--- config.mk ---
export PLATFORM = sky130hd
export DESIGN_NAME = stack_pop_until_match
export DESIGN_NICKNAME = d
export VERILOG_FILES = /design/src/spum_pkg.sv /design/src/stack_pop_until_match.sv /design/src/spum_mem.sv /design/src/spum_obuf.sv /design/src/spum_ctrl.sv
export SDC_FILE = /design/constraint.sdc
export NUM_CORES = 1
export LEC_CHECK = 0
export BUFFER_PORTS_ARGS = -buffer_cell sky130_fd_sc_hd__buf_2
export CORE_MARGIN = 2
export CORE_UTILIZATION = 65
export CTS_CLUSTER_DIAMETER = 150
export DETAILED_ROUTE_END_ITERATION = 16
export PLACE_DENSITY_LB_ADDON = 0.05
export SLEW_MARGIN = 40
export SYNTH_ARGS = -nofsm -noshare
export SYNTH_HDL_FRONTEND = slang
export SYNTH_SLANG_ARGS = --single-unit
--- constraint.sdc ---
create_clock -name clk -period 7.9 [get_ports clk]
set_input_delay 1.58 -clock clk [delete_from_list [all_inputs] [get_ports clk]]
set_output_delay 1.58 -clock clk [all_outputs]
set_load 0.02 [all_outputs]
--- src/spum_pkg.sv ---
package spum_pkg;

  localparam int unsigned DEPTH_DEF = 16;
  localparam int unsigned WORD_W    = 32;
  localparam int unsigned DEPTH_W   = 5;

  // top value reported when the stack holds nothing
  localparam logic signed [WORD_W-1:0] EMPTY_TOP = -32'sd1000;

  // operation codes
  localparam logic KIND_PUSH = 1'b0;
  localparam logic KIND_POP  = 1'b1;

  // status codes
  localparam logic [1:0] ST_OK        = 2'd0;
  localparam logic [1:0] ST_FULL      = 2'd1;
  localparam logic [1:0] ST_NOT_FOUND = 2'd2;

  typedef struct packed {
    logic                     kind;
    logic signed [WORD_W-1:0] value;
  } in_t;

  typedef struct packed {
    logic signed [WORD_W-1:0] top_value;
    logic [DEPTH_W-1:0]       depth;
    logic                     is_empty;
    logic [1:0]               status;
  } out_t;

endpackage

--- src/stack_pop_until_match.sv ---
// bounded lifo of signed 32-bit words. each input beat is a push (kind 0) or a
// remove-until (kind 1) that pops entries until the top equals value or the
// stack runs empty; every input beat returns exactly one output beat carrying
// the new top (-1000 when empty), depth, an empty flag and a status (ok, push
// dropped because full, value not found so stack emptied). pushes can follow
// back to back while the output register takes each result. a remove-until
// that pops nothing needs no memory read; any other pops the top and, if
// entries remain, walks down the stack comparing each entry with value until
// one matches or the stack runs empty. the entries below the top come out
// of the memory one registered read per cycle. the top entry is kept in a
// register, so a match on top or a full push needs no memory access. the
// output register lets the next beat be taken while a finished result still
// waits on out_ready. no clearing pass after reset: entries are only read
// below the fill count.
module stack_pop_until_match #(
  parameter int unsigned DEPTH = spum_pkg::DEPTH_DEF
) (
  input  logic            clk,
  input  logic            rst,
  input  logic            in_valid,
  output logic            in_ready,
  input  spum_pkg::in_t   in_data,
  output logic            out_valid,
  input  logic            out_ready,
  output spum_pkg::out_t  out_data
);

  localparam int unsigned AW = $clog2(DEPTH);

  // result handoff from the sequencer to the output register
  logic           res_valid;
  logic           res_take;
  spum_pkg::out_t res;

  // storage port
  logic                        mem_we;
  logic [AW-1:0]               mem_waddr;
  logic [spum_pkg::WORD_W-1:0] mem_wdata;
  logic                        mem_re;
  logic [AW-1:0]               mem_raddr;
  logic [spum_pkg::WORD_W-1:0] mem_rdata;

  // sequencer: push writes, remove-until walks down one entry per cycle
  spum_ctrl #(.DEPTH(DEPTH)) u_ctrl (
    .clk       (clk),
    .rst       (rst),
    .in_valid  (in_valid),
    .in_ready  (in_ready),
    .in_data   (in_data),
    .res_valid (res_valid),
    .res       (res),
    .res_take  (res_take),
    .mem_we    (mem_we),
    .mem_waddr (mem_waddr),
    .mem_wdata (mem_wdata),
    .mem_re    (mem_re),
    .mem_raddr (mem_raddr),
    .mem_rdata (mem_rdata)
  );

  // stack entries, registered read
  spum_mem #(.DEPTH(DEPTH)) u_mem (
    .clk   (clk),
    .we    (mem_we),
    .waddr (mem_waddr),
    .wdata (mem_wdata),
    .re    (mem_re),
    .raddr (mem_raddr),
    .rdata (mem_rdata)
  );

  // output register decouples result delivery from intake
  spum_obuf u_obuf (
    .clk       (clk),
    .rst       (rst),
    .res_valid (res_valid),
    .res       (res),
    .res_take  (res_take),
    .out_valid (out_valid),
    .out_ready (out_ready),
    .out_data  (out_data)
  );

endmodule

--- src/spum_mem.sv ---
module spum_mem #(
  parameter int unsigned DEPTH = spum_pkg::DEPTH_DEF
) (
  input  logic                               clk,
  input  logic                               we,
  input  logic [$clog2(DEPTH)-1:0]           waddr,
  input  logic [spum_pkg::WORD_W-1:0]        wdata,
  input  logic                               re,
  input  logic [$clog2(DEPTH)-1:0]           raddr,
  output logic [spum_pkg::WORD_W-1:0]        rdata
);

  logic [spum_pkg::WORD_W-1:0] mem [DEPTH];

  always_ff @(posedge clk) begin
    if (we) begin
      mem[waddr] <= wdata;
    end
  end

  always_ff @(posedge clk) begin
    if (re) begin
      rdata <= mem[raddr];
    end
  end

endmodule

--- src/spum_obuf.sv ---
module spum_obuf (
  input  logic            clk,
  input  logic            rst,
  input  logic            res_valid,
  input  spum_pkg::out_t  res,
  output logic            res_take,
  output logic            out_valid,
  input  logic            out_ready,
  output spum_pkg::out_t  out_data
);

  // slot is free when empty or being drained this cycle
  assign res_take = res_valid && (!out_valid || out_ready);

  always_ff @(posedge clk) begin
    if (rst) begin
      out_valid <= 1'b0;
    end else if (res_take) begin
      out_valid <= 1'b1;
    end else if (out_ready) begin
      out_valid <= 1'b0;
    end
  end

  always_ff @(posedge clk) begin
    if (res_take) begin
      out_data <= res;
    end
  end

endmodule

--- src/spum_ctrl.sv ---
module spum_ctrl #(
  parameter int unsigned DEPTH = spum_pkg::DEPTH_DEF
) (
  input  logic                               clk,
  input  logic                               rst,
  input  logic                               in_valid,
  output logic                               in_ready,
  input  spum_pkg::in_t                      in_data,
  output logic                               res_valid,
  output spum_pkg::out_t                     res,
  input  logic                               res_take,
  output logic                               mem_we,
  output logic [$clog2(DEPTH)-1:0]           mem_waddr,
  output logic [spum_pkg::WORD_W-1:0]        mem_wdata,
  output logic                               mem_re,
  output logic [$clog2(DEPTH)-1:0]           mem_raddr,
  input  logic [spum_pkg::WORD_W-1:0]        mem_rdata
);

  localparam int unsigned AW = $clog2(DEPTH);
  localparam int unsigned CW = $clog2(DEPTH + 1);

  localparam logic [1:0] S_IDLE = 2'd0;
  localparam logic [1:0] S_SCAN = 2'd1;
  localparam logic [1:0] S_HOLD = 2'd2;

  logic [1:0]                        state, state_next;
  logic [CW-1:0]                     count, count_next;
  logic signed [spum_pkg::WORD_W-1:0] top, top_next;
  logic signed [spum_pkg::WORD_W-1:0] key, key_next;
  spum_pkg::out_t                    res_next;
  logic                              acc;
  logic [CW-1:0]                     count_dec;
  logic [CW-1:0]                     count_inc;
  logic [CW-1:0]                     count_dec2;

  assign in_ready  = (state == S_IDLE) || ((state == S_HOLD) && res_take);
  assign acc       = in_valid && in_ready;
  assign res_valid = (state == S_HOLD);

  assign count_inc  = count + CW'(1);
  assign count_dec  = count - CW'(1);
  assign count_dec2 = count - CW'(2);

  always_comb begin
    state_next = state;
    count_next = count;
    top_next   = top;
    key_next   = key;
    res_next   = res;
    mem_we     = 1'b0;
    mem_waddr  = count[AW-1:0];
    mem_wdata  = in_data.value;
    mem_re     = 1'b0;
    mem_raddr  = count_dec2[AW-1:0];

    if (state == S_HOLD && res_take) begin
      state_next = S_IDLE;
    end

    if (acc) begin
      state_next = S_HOLD;
      key_next   = in_data.value;
      priority if (in_data.kind == spum_pkg::KIND_PUSH) begin
        if (count < CW'(DEPTH)) begin
          mem_we     = 1'b1;
          count_next = count_inc;
          top_next   = in_data.value;
          res_next   = '{in_data.value, spum_pkg::DEPTH_W'(count_inc), 1'b0,
                         spum_pkg::ST_OK};
        end else begin
          res_next = '{top, spum_pkg::DEPTH_W'(count), 1'b0, spum_pkg::ST_FULL};
        end
      end else if (count == CW'(0)) begin
        res_next = '{spum_pkg::EMPTY_TOP, spum_pkg::DEPTH_W'(0), 1'b1,
                     spum_pkg::ST_NOT_FOUND};
      end else if (top == in_data.value) begin
        res_next = '{top, spum_pkg::DEPTH_W'(count), 1'b0, spum_pkg::ST_OK};
      end else if (count == CW'(1)) begin
        count_next = '0;
        res_next   = '{spum_pkg::EMPTY_TOP, spum_pkg::DEPTH_W'(0), 1'b1,
                       spum_pkg::ST_NOT_FOUND};
      end else begin
        // pop the top, fetch the entry below it
        count_next = count_dec;
        mem_re     = 1'b1;
        state_next = S_SCAN;
      end
    end else if (state == S_SCAN) begin
      priority if ($signed(mem_rdata) == key) begin
        top_next   = $signed(mem_rdata);
        res_next   = '{$signed(mem_rdata), spum_pkg::DEPTH_W'(count), 1'b0,
                       spum_pkg::ST_OK};
        state_next = S_HOLD;
      end else if (count == CW'(1)) begin
        count_next = '0;
        res_next   = '{spum_pkg::EMPTY_TOP, spum_pkg::DEPTH_W'(0), 1'b1,
                       spum_pkg::ST_NOT_FOUND};
        state_next = S_HOLD;
      end else begin
        count_next = count_dec;
        mem_re     = 1'b1;
      end
    end
  end

  always_ff @(posedge clk) begin
    if (rst) begin
      state <= S_IDLE;
      count <= '0;
    end else begin
      state <= state_next;
      count <= count_next;
    end
  end

  always_ff @(posedge clk) begin
    top <= top_next;
    key <= key_next;
    res <= res_next;
  end

`ifndef SYNTHESIS
  a_count_bound: assert property (@(posedge clk) disable iff (rst)
    count <= CW'(DEPTH))
    else $error("fill count above depth");

  a_scan_nonempty: assert property (@(posedge clk) disable iff (rst)
    state == S_SCAN |-> count != CW'(0))
    else $error("scan with empty stack");

  a_hold_empty: assert property (@(posedge clk) disable iff (rst)
    state == S_HOLD |-> (res.is_empty == (count == CW'(0))))
    else $error("empty flag disagrees with fill count");

  a_push_inc: assert property (@(posedge clk) disable iff (rst)
    acc && in_data.kind == spum_pkg::KIND_PUSH && count < CW'(DEPTH)
      |=> count == $past(count) + CW'(1))
    else $error("push did not grow the stack");

  a_scan_read: assert property (@(posedge clk) disable iff (rst)
    state_next == S_SCAN && !rst |-> mem_re)
    else $error("scan entered without a read");
`endif

endmodule

# Word-level counts from Yosys, hierarchy flattened
# Memories as Yosys holds them, arrays and structs flattened. A register that Yosys moved wholly into a read port is not among the register bits.
# Cells that the tools add are included.
totals:
  elab_cells: 86
  romBits: 0
  memories: 1
  input_bits: 37
  register_bits: 152
  mem_bits_rw: 512
  latch_bits: 0
mem_list:
  columns: ["memory", "words", "word_bits", "read_ports", "rd_clocked_by_memory_dff", "write_ports", "line_no", "rtl"]
  rows:
  - ["u_mem.mem", 16, 32, 1, 1, 1, "spum_mem.sv:13", "logic [spum_pkg::WORD_W-1:0] mem [DEPTH];"]
op_classes:
  mul: 0
  n_div: 0
  n_reduce_logical: 13
  n_shift: 0
  bitwise_logic: 0
  add_sub_neg: 3
  mux: 44
  n_eq_ne: 11
  n_lt_le_gt_ge: 1
op_table:
  columns: ["op", "n"]
  rows:
  - ["$mux W40", 8]
  - ["$mux W32", 5]
  - ["$eq A32 B32 Y1", 2]
  - ["$mux W5", 8]
  - ["$mux W2", 9]
  - ["$mux W1", 14]
  - ["$ne A3 B3 Y1 const B", 3]
  - ["$reduce_bool A2 Y1", 3]
  - ["$add A5 B1 Y5 const B", 1]
  - ["$eq A5 B1 Y1 const B", 1]
  - ["$logic_not A5 Y1", 1]
  - ["$lt A5 B5 Y1 const B", 1]
  - ["$reduce_and A5 Y1", 1]
  - ["$sub A5 B1 Y5 const B", 1]
  - ["$ne A2 B2 Y1 const B", 2]
  - ["$reduce_and A4 Y1", 1]
  - ["$sub A4 B2 Y4 const B", 1]
  - ["$logic_and A1 B1 Y1", 3]
  - ["$eq A2 B1 Y1 const B", 1]
  - ["$eq A2 B2 Y1 const B", 1]
  - ["$logic_not A2 Y1", 1]
  - ["$logic_or A1 B1 Y1", 2]
  - ["$ne A2 B1 Y1 const B", 1]
  - ["$logic_not A1 Y1", 1]

# Logic depth before layout (Yosys ltp)
# Gate-level depths: netlist (run 1).
depth:
  depth_word: 9
  depth_mapped: 12

# Cells and area by module
# A second synthesis (run 1) with hierarchy kept.
hier_totals:
  hier_cells: 1548
  area_unflattened_um2: 28187.0
modules_own_cells:
  columns: ["module", "seq_area_each_um2", "area_each_um2", "instances", "cells_each"]
  rows:
  - ["spum_mem", 16335.7, 20155.6, 1, 838]
  - ["spum_ctrl", 3263.1, 6775.2, 1, 665]
  - ["spum_obuf", 1221.2, 1256.2, 1, 45]

# Worst setup path after synthesis (run 1)
# No wires, ideal clock.
synth_timing:
  path_type: "input -> register"
  startpoint: "in out_ready"
  endpoint: "mem u_mem.mem[3][0] (netlist name), enable pin"
  path_buffers: 2
  cell_stages: 7
  path_slack_ps: 2498
  t_required_ps: 7439
  arrival_time_ps: 4941
  cell_sequence: "and3b_4 > or3_1 > buf_2 > nor2_2 > buf_2 > nand2_1 > nor3_1"
synth_between:
  elab_chain_cells: 8
synth_lines:
  columns: ["element", "line_no", "rtl"]
  rows:
  - ["start, declared", "stack_pop_until_match.sv:24", "input logic out_ready,"]
  - ["$logic_or A1 B1 Y1", "spum_obuf.sv:13", "assign res_take = res_valid && (!out_valid || out_ready);"]
  - ["$logic_and A1 B1 Y1", "spum_obuf.sv:13", null]
  - ["$logic_and A1 B1 Y1", "spum_ctrl.sv:37", "assign in_ready = (state == S_IDLE) || ((state == S_HOLD) && res_take);"]
  - ["$logic_or A1 B1 Y1", "spum_ctrl.sv:37", null]
  - ["$logic_and A1 B1 Y1", "spum_ctrl.sv:38", "assign acc = in_valid && in_ready;"]
  - ["$mux W1", "spum_ctrl.sv:61", "if (acc) begin"]
  - ["$mux W1", "spum_mem.sv:16", "if (we) begin"]
  - ["$mux W1 (implied by the code)", "spum_mem.sv:17", "mem[waddr] <= wdata;"]
  - ["end, declared", "spum_mem.sv:13", null]
# No other way between the ends.

==> impl_metrics.json, run 1 <==
{
  "status": "completed",
  "synth.yosys.seq_area_share_pct": 73.11,
  "fin_crit_ns": 3.942,
  "floorplan.die.height_um": 213.3,
  "layout_worst_path_cycle_share_pct": 49.90,
  "overall_fraction_of_global_route_tracks_in_use_pct": 29.96,
  "power-per-cell-area_nw_per_um2": 357.4,
  "fin_setup_tns_ns": 0,
  "worst-endpoint-required_ns": 8.22,
  "tritoncts": "built",
  "place.port_buffers": 78,
  "slew_viol_final": 0,
  "areaGrowthSynthToFinish_pct": 13.16,
  "route.vias.total": 15057,
  "grt_antenna_before_repair": 3,
  "switching_fraction_pct": 30.94,
  "dp_slack_ns": 3.420,
  "top_level_ports": 79,
  "power_leakage_nw": 10.50,
  "met3RoutedLength_um": 6533,
  "final-hold-violation-count": 0,
  "highest-signal-layer": "met4",
  "comb_power_share_pct": 28.6,
  "die-area_um2": 45500,
  "clock-root-buffer": "sky130_fd_sc_hd__clkbuf_16",
  "final_nets": 1646,
  "drive_gt1_share_pct": 26.17,
  "routed_via_density": 6.734,
  "postCtsHoldBufs": 0,
  "cp_data_arrival_time_ns": 4.26,
  "gp_routability_congestion": 0.8456,
  "clockPowerShare_pct": 27.5,
  "synth.top_cell.area_share_pct": 72.55,
  "drt_pre_antenna_iters": 5,
  "postRouteWirelength_um": 65750,
  "synthDominantAreaCellType": "sky130_fd_sc_hd__edfxtp_1",
  "cts_resized": 0,
  "postRouteAntennaNets": 0,
  "power.switching_mw": 3.563,
  "clkSlewWorstSetupHoldPaths_ns": 0.06,
  "layoutNonFillerInstCount": 2236,
  "cap_violations": 0,
  "starting_density_of_the_core_pct": 65.97,
  "unrepaired_setup_endpoints_after_global_routing": "false",
  "globalRouteOverflowTotal": 0,
  "syn_area_um2": 28480,
  "synth-async-reset-ratio_pct": 0,
  "numCtsBuffers": 69,
  "final_setup_violation_count": 0,
  "relSlewSlack_pct": 42.97,
  "met2_length_um": 29910,
  "hpwl_detailed_um": 39800,
  "grt_pass1_vias": 14624,
  "vdd_ir_drop_max_mv": 0.2574,
  "number_of_warnings_issued_by_yosys": 0,
  "synth-seq-cells": 696,
  "post_drt_wl_per_cell_um": 29.40,
  "worst_clock_skew_ns": 0.02322,
  "route.detailed.drc": 0,
  "critical_path.startpoint_type": "primary input",
  "syn-num-nets": 1534,
  "core_area_um2": 43170,
  "post_synth_num_cell_types": 65,
  "critPathCaptureType": "register",
  "fin_total_pwr_mw": 11.52,
  "ys_top_cells_by_area": "sky130_fd_sc_hd__edfxtp_1 73%, sky130_fd_sc_hd__mux4_2 13%, sky130_fd_sc_hd__nand2_1 1.8%",
  "sequentialPowerShare_pct": 43.9,
  "met1_length_um": 27070,
  "clock_sink_count": 696,
  "worstSetupPathType": "primary input to register",
  "skew_pair_late_insertion_delay_ns": 0.60,
  "wire_length_of_the_first_global_routing_pass_um": 96810,
  "cp_max_fo": 22,
  "hold-worst-slack_ns": 0.4437,
  "cts-htree-levels": 3,
  "final.fill_count": 2450,
  "drt_iter0_markers": 1950,
  "tightestPinTransition_ns": 0.8532,
  "min_path_type": "register to register",
  "rows": 76,
  "dieWidth_um": 213.3,
  "synth_flop_cell": "sky130_fd_sc_hd__edfxtp_1",
  "grt_start_max_net_pins": 104,
  "placed_cells_incl_taps": 2114,
  "fin_ws_ns": 3.958,
  "antennaDiodeCount": 0,
  "cts_max_path_buffers": 3,
  "timing.fmax_ghz": 0.2537,
  "synth-edff-count": 688,
  "syn_avg_cell_area_um2": 19.14,
  "postCtsSetupRepairBufs": 0,
  "intPower_mw": 7.955,
  "syn_inst": 1488
}
[cells by family after synthesis]
logic type / share of synthesized area [%]
DFF: 73.11
adders and majority gates: 0.3954
muxes: 14.07
AOI/OAI and AO/OA: 3.409
buffers and inverters: 1.498
and+or+nand+nor: 5.400
xor gates and xnor gates: 2.122
[through the flow]
step                cell area, um^2  utilization (%)
finish                        32230            74.65
floorplan                     28480                -
detailed placement            30060            69.63
CTS                           32220            74.63
global route                  32230            74.65
global placement              29570            68.49
[final timing paths]
check	start	endpoint	slack [ns]	depth (start not counted)
setup / recovery	in_data[28]	u_ctrl.res[25]	3.96	7
hold / removal	u_ctrl.res[11]	u_obuf.out_data[11]	0.44	0
hold reg to reg	u_ctrl.res[11]	u_obuf.out_data[11]	0.44	0
setup reg to reg	u_mem.rdata[2]	u_ctrl.top[19]	4.31	7
[routing by layer]
layer / GRT usage, % / vias to the layer above
met2: 43.52 / 934
met3: 5.118 / 113
met1: 46.60 / 7754
met4: 11.35 / 0
li1: - / 6256
met5: 0 / -
[synth_stat cells, types with 2 or more instances]
cell and n:
sky130_fd_sc_hd__nand4_1 9, sky130_fd_sc_hd__nor4b_2 2, sky130_fd_sc_hd__inv_1 8, sky130_fd_sc_hd__nand2_1 139, sky130_fd_sc_hd__nor2_1 48, sky130_fd_sc_hd__and2_1 5, sky130_fd_sc_hd__mux2_2 2, sky130_fd_sc_hd__xor2_1 34
sky130_fd_sc_hd__dfxtp_1 8, sky130_fd_sc_hd__a21oi_1 22, sky130_fd_sc_hd__nand2_2 2, sky130_fd_sc_hd__xnor2_1 35, sky130_fd_sc_hd__nor2_2 2, sky130_fd_sc_hd__nand2b_1 24, sky130_fd_sc_hd__o31ai_1 4, sky130_fd_sc_hd__buf_2 24
sky130_fd_sc_hd__nor2b_1 3, sky130_fd_sc_hd__nor4_4 10, sky130_fd_sc_hd__o22ai_1 5, sky130_fd_sc_hd__clkbuf_1 39, sky130_fd_sc_hd__nand4_4 2, sky130_fd_sc_hd__o221ai_1 3, sky130_fd_sc_hd__edfxtp_1 688, sky130_fd_sc_hd__a2bb2oi_1 10
sky130_fd_sc_hd__a32o_1 2, sky130_fd_sc_hd__nand3_1 14, sky130_fd_sc_hd__buf_1 9, sky130_fd_sc_hd__a311oi_1 3, sky130_fd_sc_hd__o22a_1 2, sky130_fd_sc_hd__buf_6 4, sky130_fd_sc_hd__mux2i_1 38, sky130_fd_sc_hd__o21ai_1 22
sky130_fd_sc_hd__and3_1 8, sky130_fd_sc_hd__mux4_2 160, sky130_fd_sc_hd__ha_1 9, sky130_fd_sc_hd__a221o_1 3, sky130_fd_sc_hd__nor3_1 8, sky130_fd_sc_hd__o2111ai_1 2, sky130_fd_sc_hd__buf_4 4, sky130_fd_sc_hd__a221oi_1 20
sky130_fd_sc_hd__or3_1 2, sky130_fd_sc_hd__o21ai_0 7, sky130_fd_sc_hd__o211ai_1 21
[flip-flops by register name, indices dropped and copies added (netlist names)]
name / count
u_ctrl.res: 40
u_obuf.out_data: 40
u_ctrl.key: 32
u_ctrl.state: 2
u_mem.rdata: 32
u_mem.mem: 512
u_ctrl.count: 5
u_ctrl.top: 32
u_obuf.out_valid: 1
[worst max-delay path, cell delays in order]
cell                       delay, ns
sky130_fd_sc_hd__buf_2          0.36
sky130_fd_sc_hd__xor2_1         0.24
sky130_fd_sc_hd__nor4_4         0.38
sky130_fd_sc_hd__and4_1         0.80
sky130_fd_sc_hd__a21oi_4        0.35
sky130_fd_sc_hd__a221oi_1       0.39
sky130_fd_sc_hd__o211ai_1       0.14
[cell type report]
| cell class | instances | area [um^2] | share of cell area (%) |
|---|---|---|---|
| timing repair buffer | 122 | 1023 | 3.176 |
| tap | 585 | 732.0 | 2.271 |
| sequential | 696 | 20830 | 64.63 |
| clock buffer | 90 | 1879 | 5.831 |
| multi-input combinational | 702 | 7436 | 23.07 |
| clock inverter | 32 | 281.5 | 0.8735 |
| inverter | 9 | 46.29 | 0.1437 |
[layout by cell type (no fill, tap or decap), types with 8 or more instances in the layout]
cell,count
sky130_fd_sc_hd__buf_2,78
sky130_fd_sc_hd__nor4_4,10
sky130_fd_sc_hd__inv_1,8
sky130_fd_sc_hd__clkbuf_1,17
sky130_fd_sc_hd__nor2_4,14
sky130_fd_sc_hd__nand2b_1,24
sky130_fd_sc_hd__a221oi_1,20
sky130_fd_sc_hd__clkbuf_16,72
sky130_fd_sc_hd__clkinv_1,10
sky130_fd_sc_hd__ha_1,8
sky130_fd_sc_hd__nand4_1,9
sky130_fd_sc_hd__o211ai_1,21
sky130_fd_sc_hd__xnor2_1,35
sky130_fd_sc_hd__nand2_1,138
sky130_fd_sc_hd__and3_1,8
sky130_fd_sc_hd__nand3_1,14
sky130_fd_sc_hd__a2bb2oi_1,10
sky130_fd_sc_hd__buf_8,13
sky130_fd_sc_hd__buf_4,18
sky130_fd_sc_hd__nor2_1,34
sky130_fd_sc_hd__mux2i_1,38
sky130_fd_sc_hd__buf_16,8
sky130_fd_sc_hd__xor2_1,33
sky130_fd_sc_hd__mux4_2,160
sky130_fd_sc_hd__edfxtp_1,688
sky130_fd_sc_hd__a21oi_1,21
sky130_fd_sc_hd__clkinv_2,10
sky130_fd_sc_hd__o21ai_1,22
[power groups by stage]
stage / Clock [mW] / Sequential (mW) / Combinational (mW)
2_1_floorplan: 0 / 5.02 / 2.22
3_3_place_gp: 0 / 5.17 / 3.12
3_5_place_dp: 0 / 5.13 / 3.24
4_1_cts: 3.21 / 5.05 / 3.29
5_1_grt: 3.34 / 5.10 / 3.49
6_report: 3.17 / 5.06 / 3.29
Power figures use the tool's default switching activity.
==> run 2: changes to the inputs <==
Settings changed: ABC_AREA from default to 1, CORE_UTILIZATION 65 to 62.
Clock period 7.9 ns to 4.1 ns, I/O delays scaled along.
==> run 2 against run 1 <==
  * Register-to-register slack worse by 3.3 ns
  * Worst setup slack got worse by 3.0 ns
  * Sequential power grew 88%
  * Clock skew down 0.00084 ns
  * Total power rose by 93%
  * Clock power increased by 85%
  * Critical path type is now register to register
==> impl_metrics.json, run 2 <==
{
  "globalRouteOverflowTotal": 0,
  "cts_resized": 0,
  "met2_length_um": 35660,
  "gp_routability_congestion": 0.8936,
  "starting_density_of_the_core_pct": 62.60,
  "overall_fraction_of_global_route_tracks_in_use_pct": 33.34,
  "power-per-cell-area_nw_per_um2": 684.5,
  "final-hold-violation-count": 0,
  "mostFrequentLayoutCells": "688 x sky130_fd_sc_hd__edfxtp_1, 392 x sky130_fd_sc_hd__nand2_1, 367 x sky130_fd_sc_hd__nor2_1",
  "synth.yosys.seq_area_share_pct": 71.59,
  "tightestPinTransition_ns": 0.7947,
  "route.detailed.drc": 0,
  "syn_inst": 2417,
  "flip_flop_count_of_the_largest_register_after_layout": 512,
  "highest-signal-layer": "met5",
  "status": "completed",
  "final_core_utilization_pct": 70.04,
  "postCtsSetupRepairBufs": 0,
  "slew_viol_final": 0,
  "syn-num-nets": 2463,
  "drt_pre_antenna_iters": 6,
  "synth.top_cell.area_share_pct": 71.04,
  "hold-worst-slack_ns": 0.4059,
  "synth_compound_gate_area_share_pct": 11.14,
  "yosysMostFrequentCell": "sky130_fd_sc_hd__edfxtp_1",
  "placed_cells_incl_taps": 3024,
  "worstSetupPathType": "register to register",
  "synthAdderAreaFrac_pct": 0.3872,
  "layout_worst_path_cycle_share_pct": 76.42,
  "postCtsHoldBufs": 0,
  "skew_pair_late_insertion_delay_ns": 0.61,
  "cp_data_arrival_time_ns": 3.37,
  "synth-edff-count": 688,
  "cap_violations": 0,
  "final.fill_count": 3245,
  "tritoncts": "built",
  "met1_length_um": 31920,
  "dominant_combinational_cell_family_by_area_after_synthesis": "simple AND/OR/NAND/NOR gates",
  "timing.fmax_ghz": 0.3191,
  "synth-seq-cells": 696,
  "post_synth_and_or_nand_nor_area_fraction_pct": 11.95,
  "vdd_ir_drop_max_mv": 0.8419,
  "synthDominantAreaCellType": "sky130_fd_sc_hd__edfxtp_1",
  "unrepaired_setup_endpoints_after_global_routing": "false",
  "top_level_ports": 79,
  "place.port_buffers": 78,
  "layoutNonFillerInstCount": 3145,
  "syn_avg_cell_area_um2": 12.03,
  "post_synth_num_cell_types": 36,
  "worst-endpoint-required_ns": 4.34,
  "clkSlewWorstSetupHoldPaths_ns": 0.06,
  "timing.critical_path.from": "u_ctrl.count[0]",
  "grt_antenna_before_repair": 2,
  "min_path_type": "primary input to register",
  "largest-register": "u_mem.mem",
  "reg.largest.list": "u_mem.mem x512, u_ctrl.res x40, u_obuf.out_data x40",
  "route.vias.total": 20057,
  "postRouteWirelength_um": 79960,
  "cp_max_fo": 66,
  "yosys-mux-area-fraction_pct": 0,
  "floorplan.die.height_um": 220.6,
  "fin_crit_ns": 3.133,
  "final_setup_violation_count": 0,
  "fin_total_pwr_mw": 22.27,
  "drt_iter0_markers": 2900,
  "hpwl_detailed_um": 44670,
  "die-area_um2": 48650,
  "grt_pass1_vias": 19054,
  "relSlewSlack_pct": 47.02,
  "cts-htree-levels": 3,
  "drive_gt1_share_pct": 11.08,
  "clock_sink_count": 696,
  "critical_path.startpoint_type": "register",
  "yosys.area_share.xor_xnor_pct": 1.295,
  "r2r-start": "u_ctrl.count[0]",
  "wire_length_of_the_first_global_routing_pass_um": 118000,
  "worst_hold_startpoint": "rst",
  "final_nets": 2535,
  "cts_max_path_buffers": 3,
  "worst_clock_skew_ns": 0.02239,
  "synth_flop_cell": "sky130_fd_sc_hd__edfxtp_1",
  "leading_cell_type_in_the_layout_fill_and_taps_excluded": "sky130_fd_sc_hd__edfxtp_1",
  "met3RoutedLength_um": 9462,
  "routed_via_density": 6.377,
  "clock-root-buffer": "sky130_fd_sc_hd__clkbuf_16",
  "postRouteAntennaNets": 0,
  "critPathCaptureType": "register",
  "areaGrowthSynthToFinish_pct": 11.89,
  "number_of_warnings_issued_by_yosys": 0,
  "grt_start_max_net_pins": 198,
  "syn_area_um2": 29080,
  "synth-async-reset-ratio_pct": 0,
  "synth_top_cells_by_count": "688 x sky130_fd_sc_hd__edfxtp_1, 394 x sky130_fd_sc_hd__nand2_1, 375 x sky130_fd_sc_hd__nor2_1",
  "core_area_um2": 46460,
  "rows": 79,
  "post_drt_wl_per_cell_um": 25.42,
  "power_leakage_nw": 11.53,
  "numCtsBuffers": 69,
  "ys_top_cells_by_area": "sky130_fd_sc_hd__edfxtp_1 71%, sky130_fd_sc_hd__o21ai_0 5.4%, sky130_fd_sc_hd__nand2_1 5.1%",
  "dieWidth_um": 220.6
}
==> run 2: cell types whose count changed after synthesis, moves of 53 or more <==
cell	delta
sky130_fd_sc_hd__nor2_1	+327
sky130_fd_sc_hd__o21ai_0	+305
sky130_fd_sc_hd__nand2_1	+255
sky130_fd_sc_hd__mux4_2	-160
sky130_fd_sc_hd__o221ai_1	+97
sky130_fd_sc_hd__inv_1	+96
sky130_fd_sc_hd__nand3_1	+59
sky130_fd_sc_hd__clkbuf_1	+53
==> run 2: power breakdown <==
part	switching [mW]	internal [mW]	leakage, nW
Clock	2.60	3.27	1.00
Combinational	4.87	2.02	4.18
Sequential	0.524	9.00	6.35
==> run 2: cells by family after synthesis <==
group,count (synthesis)
XOR/XNOR,43
AO/OA/AOI/OAI,540
flip-flops,696
adder cells (fa/ha/maj),9
AND/OR/NAND/NOR,874
buffers and inverters,255
==> run 2: per-layer routing <==
metal	GRT usage, %	vias up
li1	-	8866
met1	48.85	9760
met2	49.75	1254
met3	6.653	175
met4	13.20	2
met5	0	-
==> run 2: per-stage QoR <==
| step | instance area (um^2) | TNS, ns | setup WS [ns] |
|---|---|---|---|
| 3_3_place_gp | 30370 | 0 | 0.6576 |
| 2_1_floorplan | 29080 | -92.44 | -0.3305 |
| 5_1_grt | 32540 | 0 | 0.9038 |
| 4_1_cts | 32510 | 0 | 1.029 |
| 6_report | 32540 | 0 | 0.9666 |
| 3_5_place_dp | 30460 | 0 | 0.5928 |
==> run 2: final cells by class <==
| class | instances | area (um^2) | area share [%] |
|---|---|---|---|
| Timing Repair Buffer | 146 | 1130 | 3.472 |
| Tap cell | 607 | 759.5 | 2.334 |
| Clock buffer | 84 | 1804 | 5.545 |
| Inverter | 110 | 419.2 | 1.288 |
| Clock inverter | 35 | 247.7 | 0.7613 |
| Antenna cell | 1 | 2.502 | 0.007690 |
| Multi-Input combinational cell | 1466 | 7350 | 22.59 |
| Sequential cell | 696 | 20830 | 64.01 |
==> run 2: path summary, 6_finish.rpt <==
path / slack [ns] / to / cells after the start
hold reg to reg: 0.45 / u_obuf.out_data[6] / 0
setup reg to reg: 0.97 / u_mem.mem[0][29] / 7
setup / recovery: 0.97 / u_mem.mem[0][29] / 7
hold / removal: 0.41 / u_ctrl.count[0] / 2
==> run 2: critical path: stages (launching register included) <==
cell	delay (ns)
sky130_fd_sc_hd__dfxtp_4	0.36
sky130_fd_sc_hd__inv_6	0.35
sky130_fd_sc_hd__ha_1	0.25
sky130_fd_sc_hd__inv_1	0.14
sky130_fd_sc_hd__nor3_2	0.33
sky130_fd_sc_hd__inv_1	0.18
sky130_fd_sc_hd__nor2_4	0.48
sky130_fd_sc_hd__buf_4	0.64
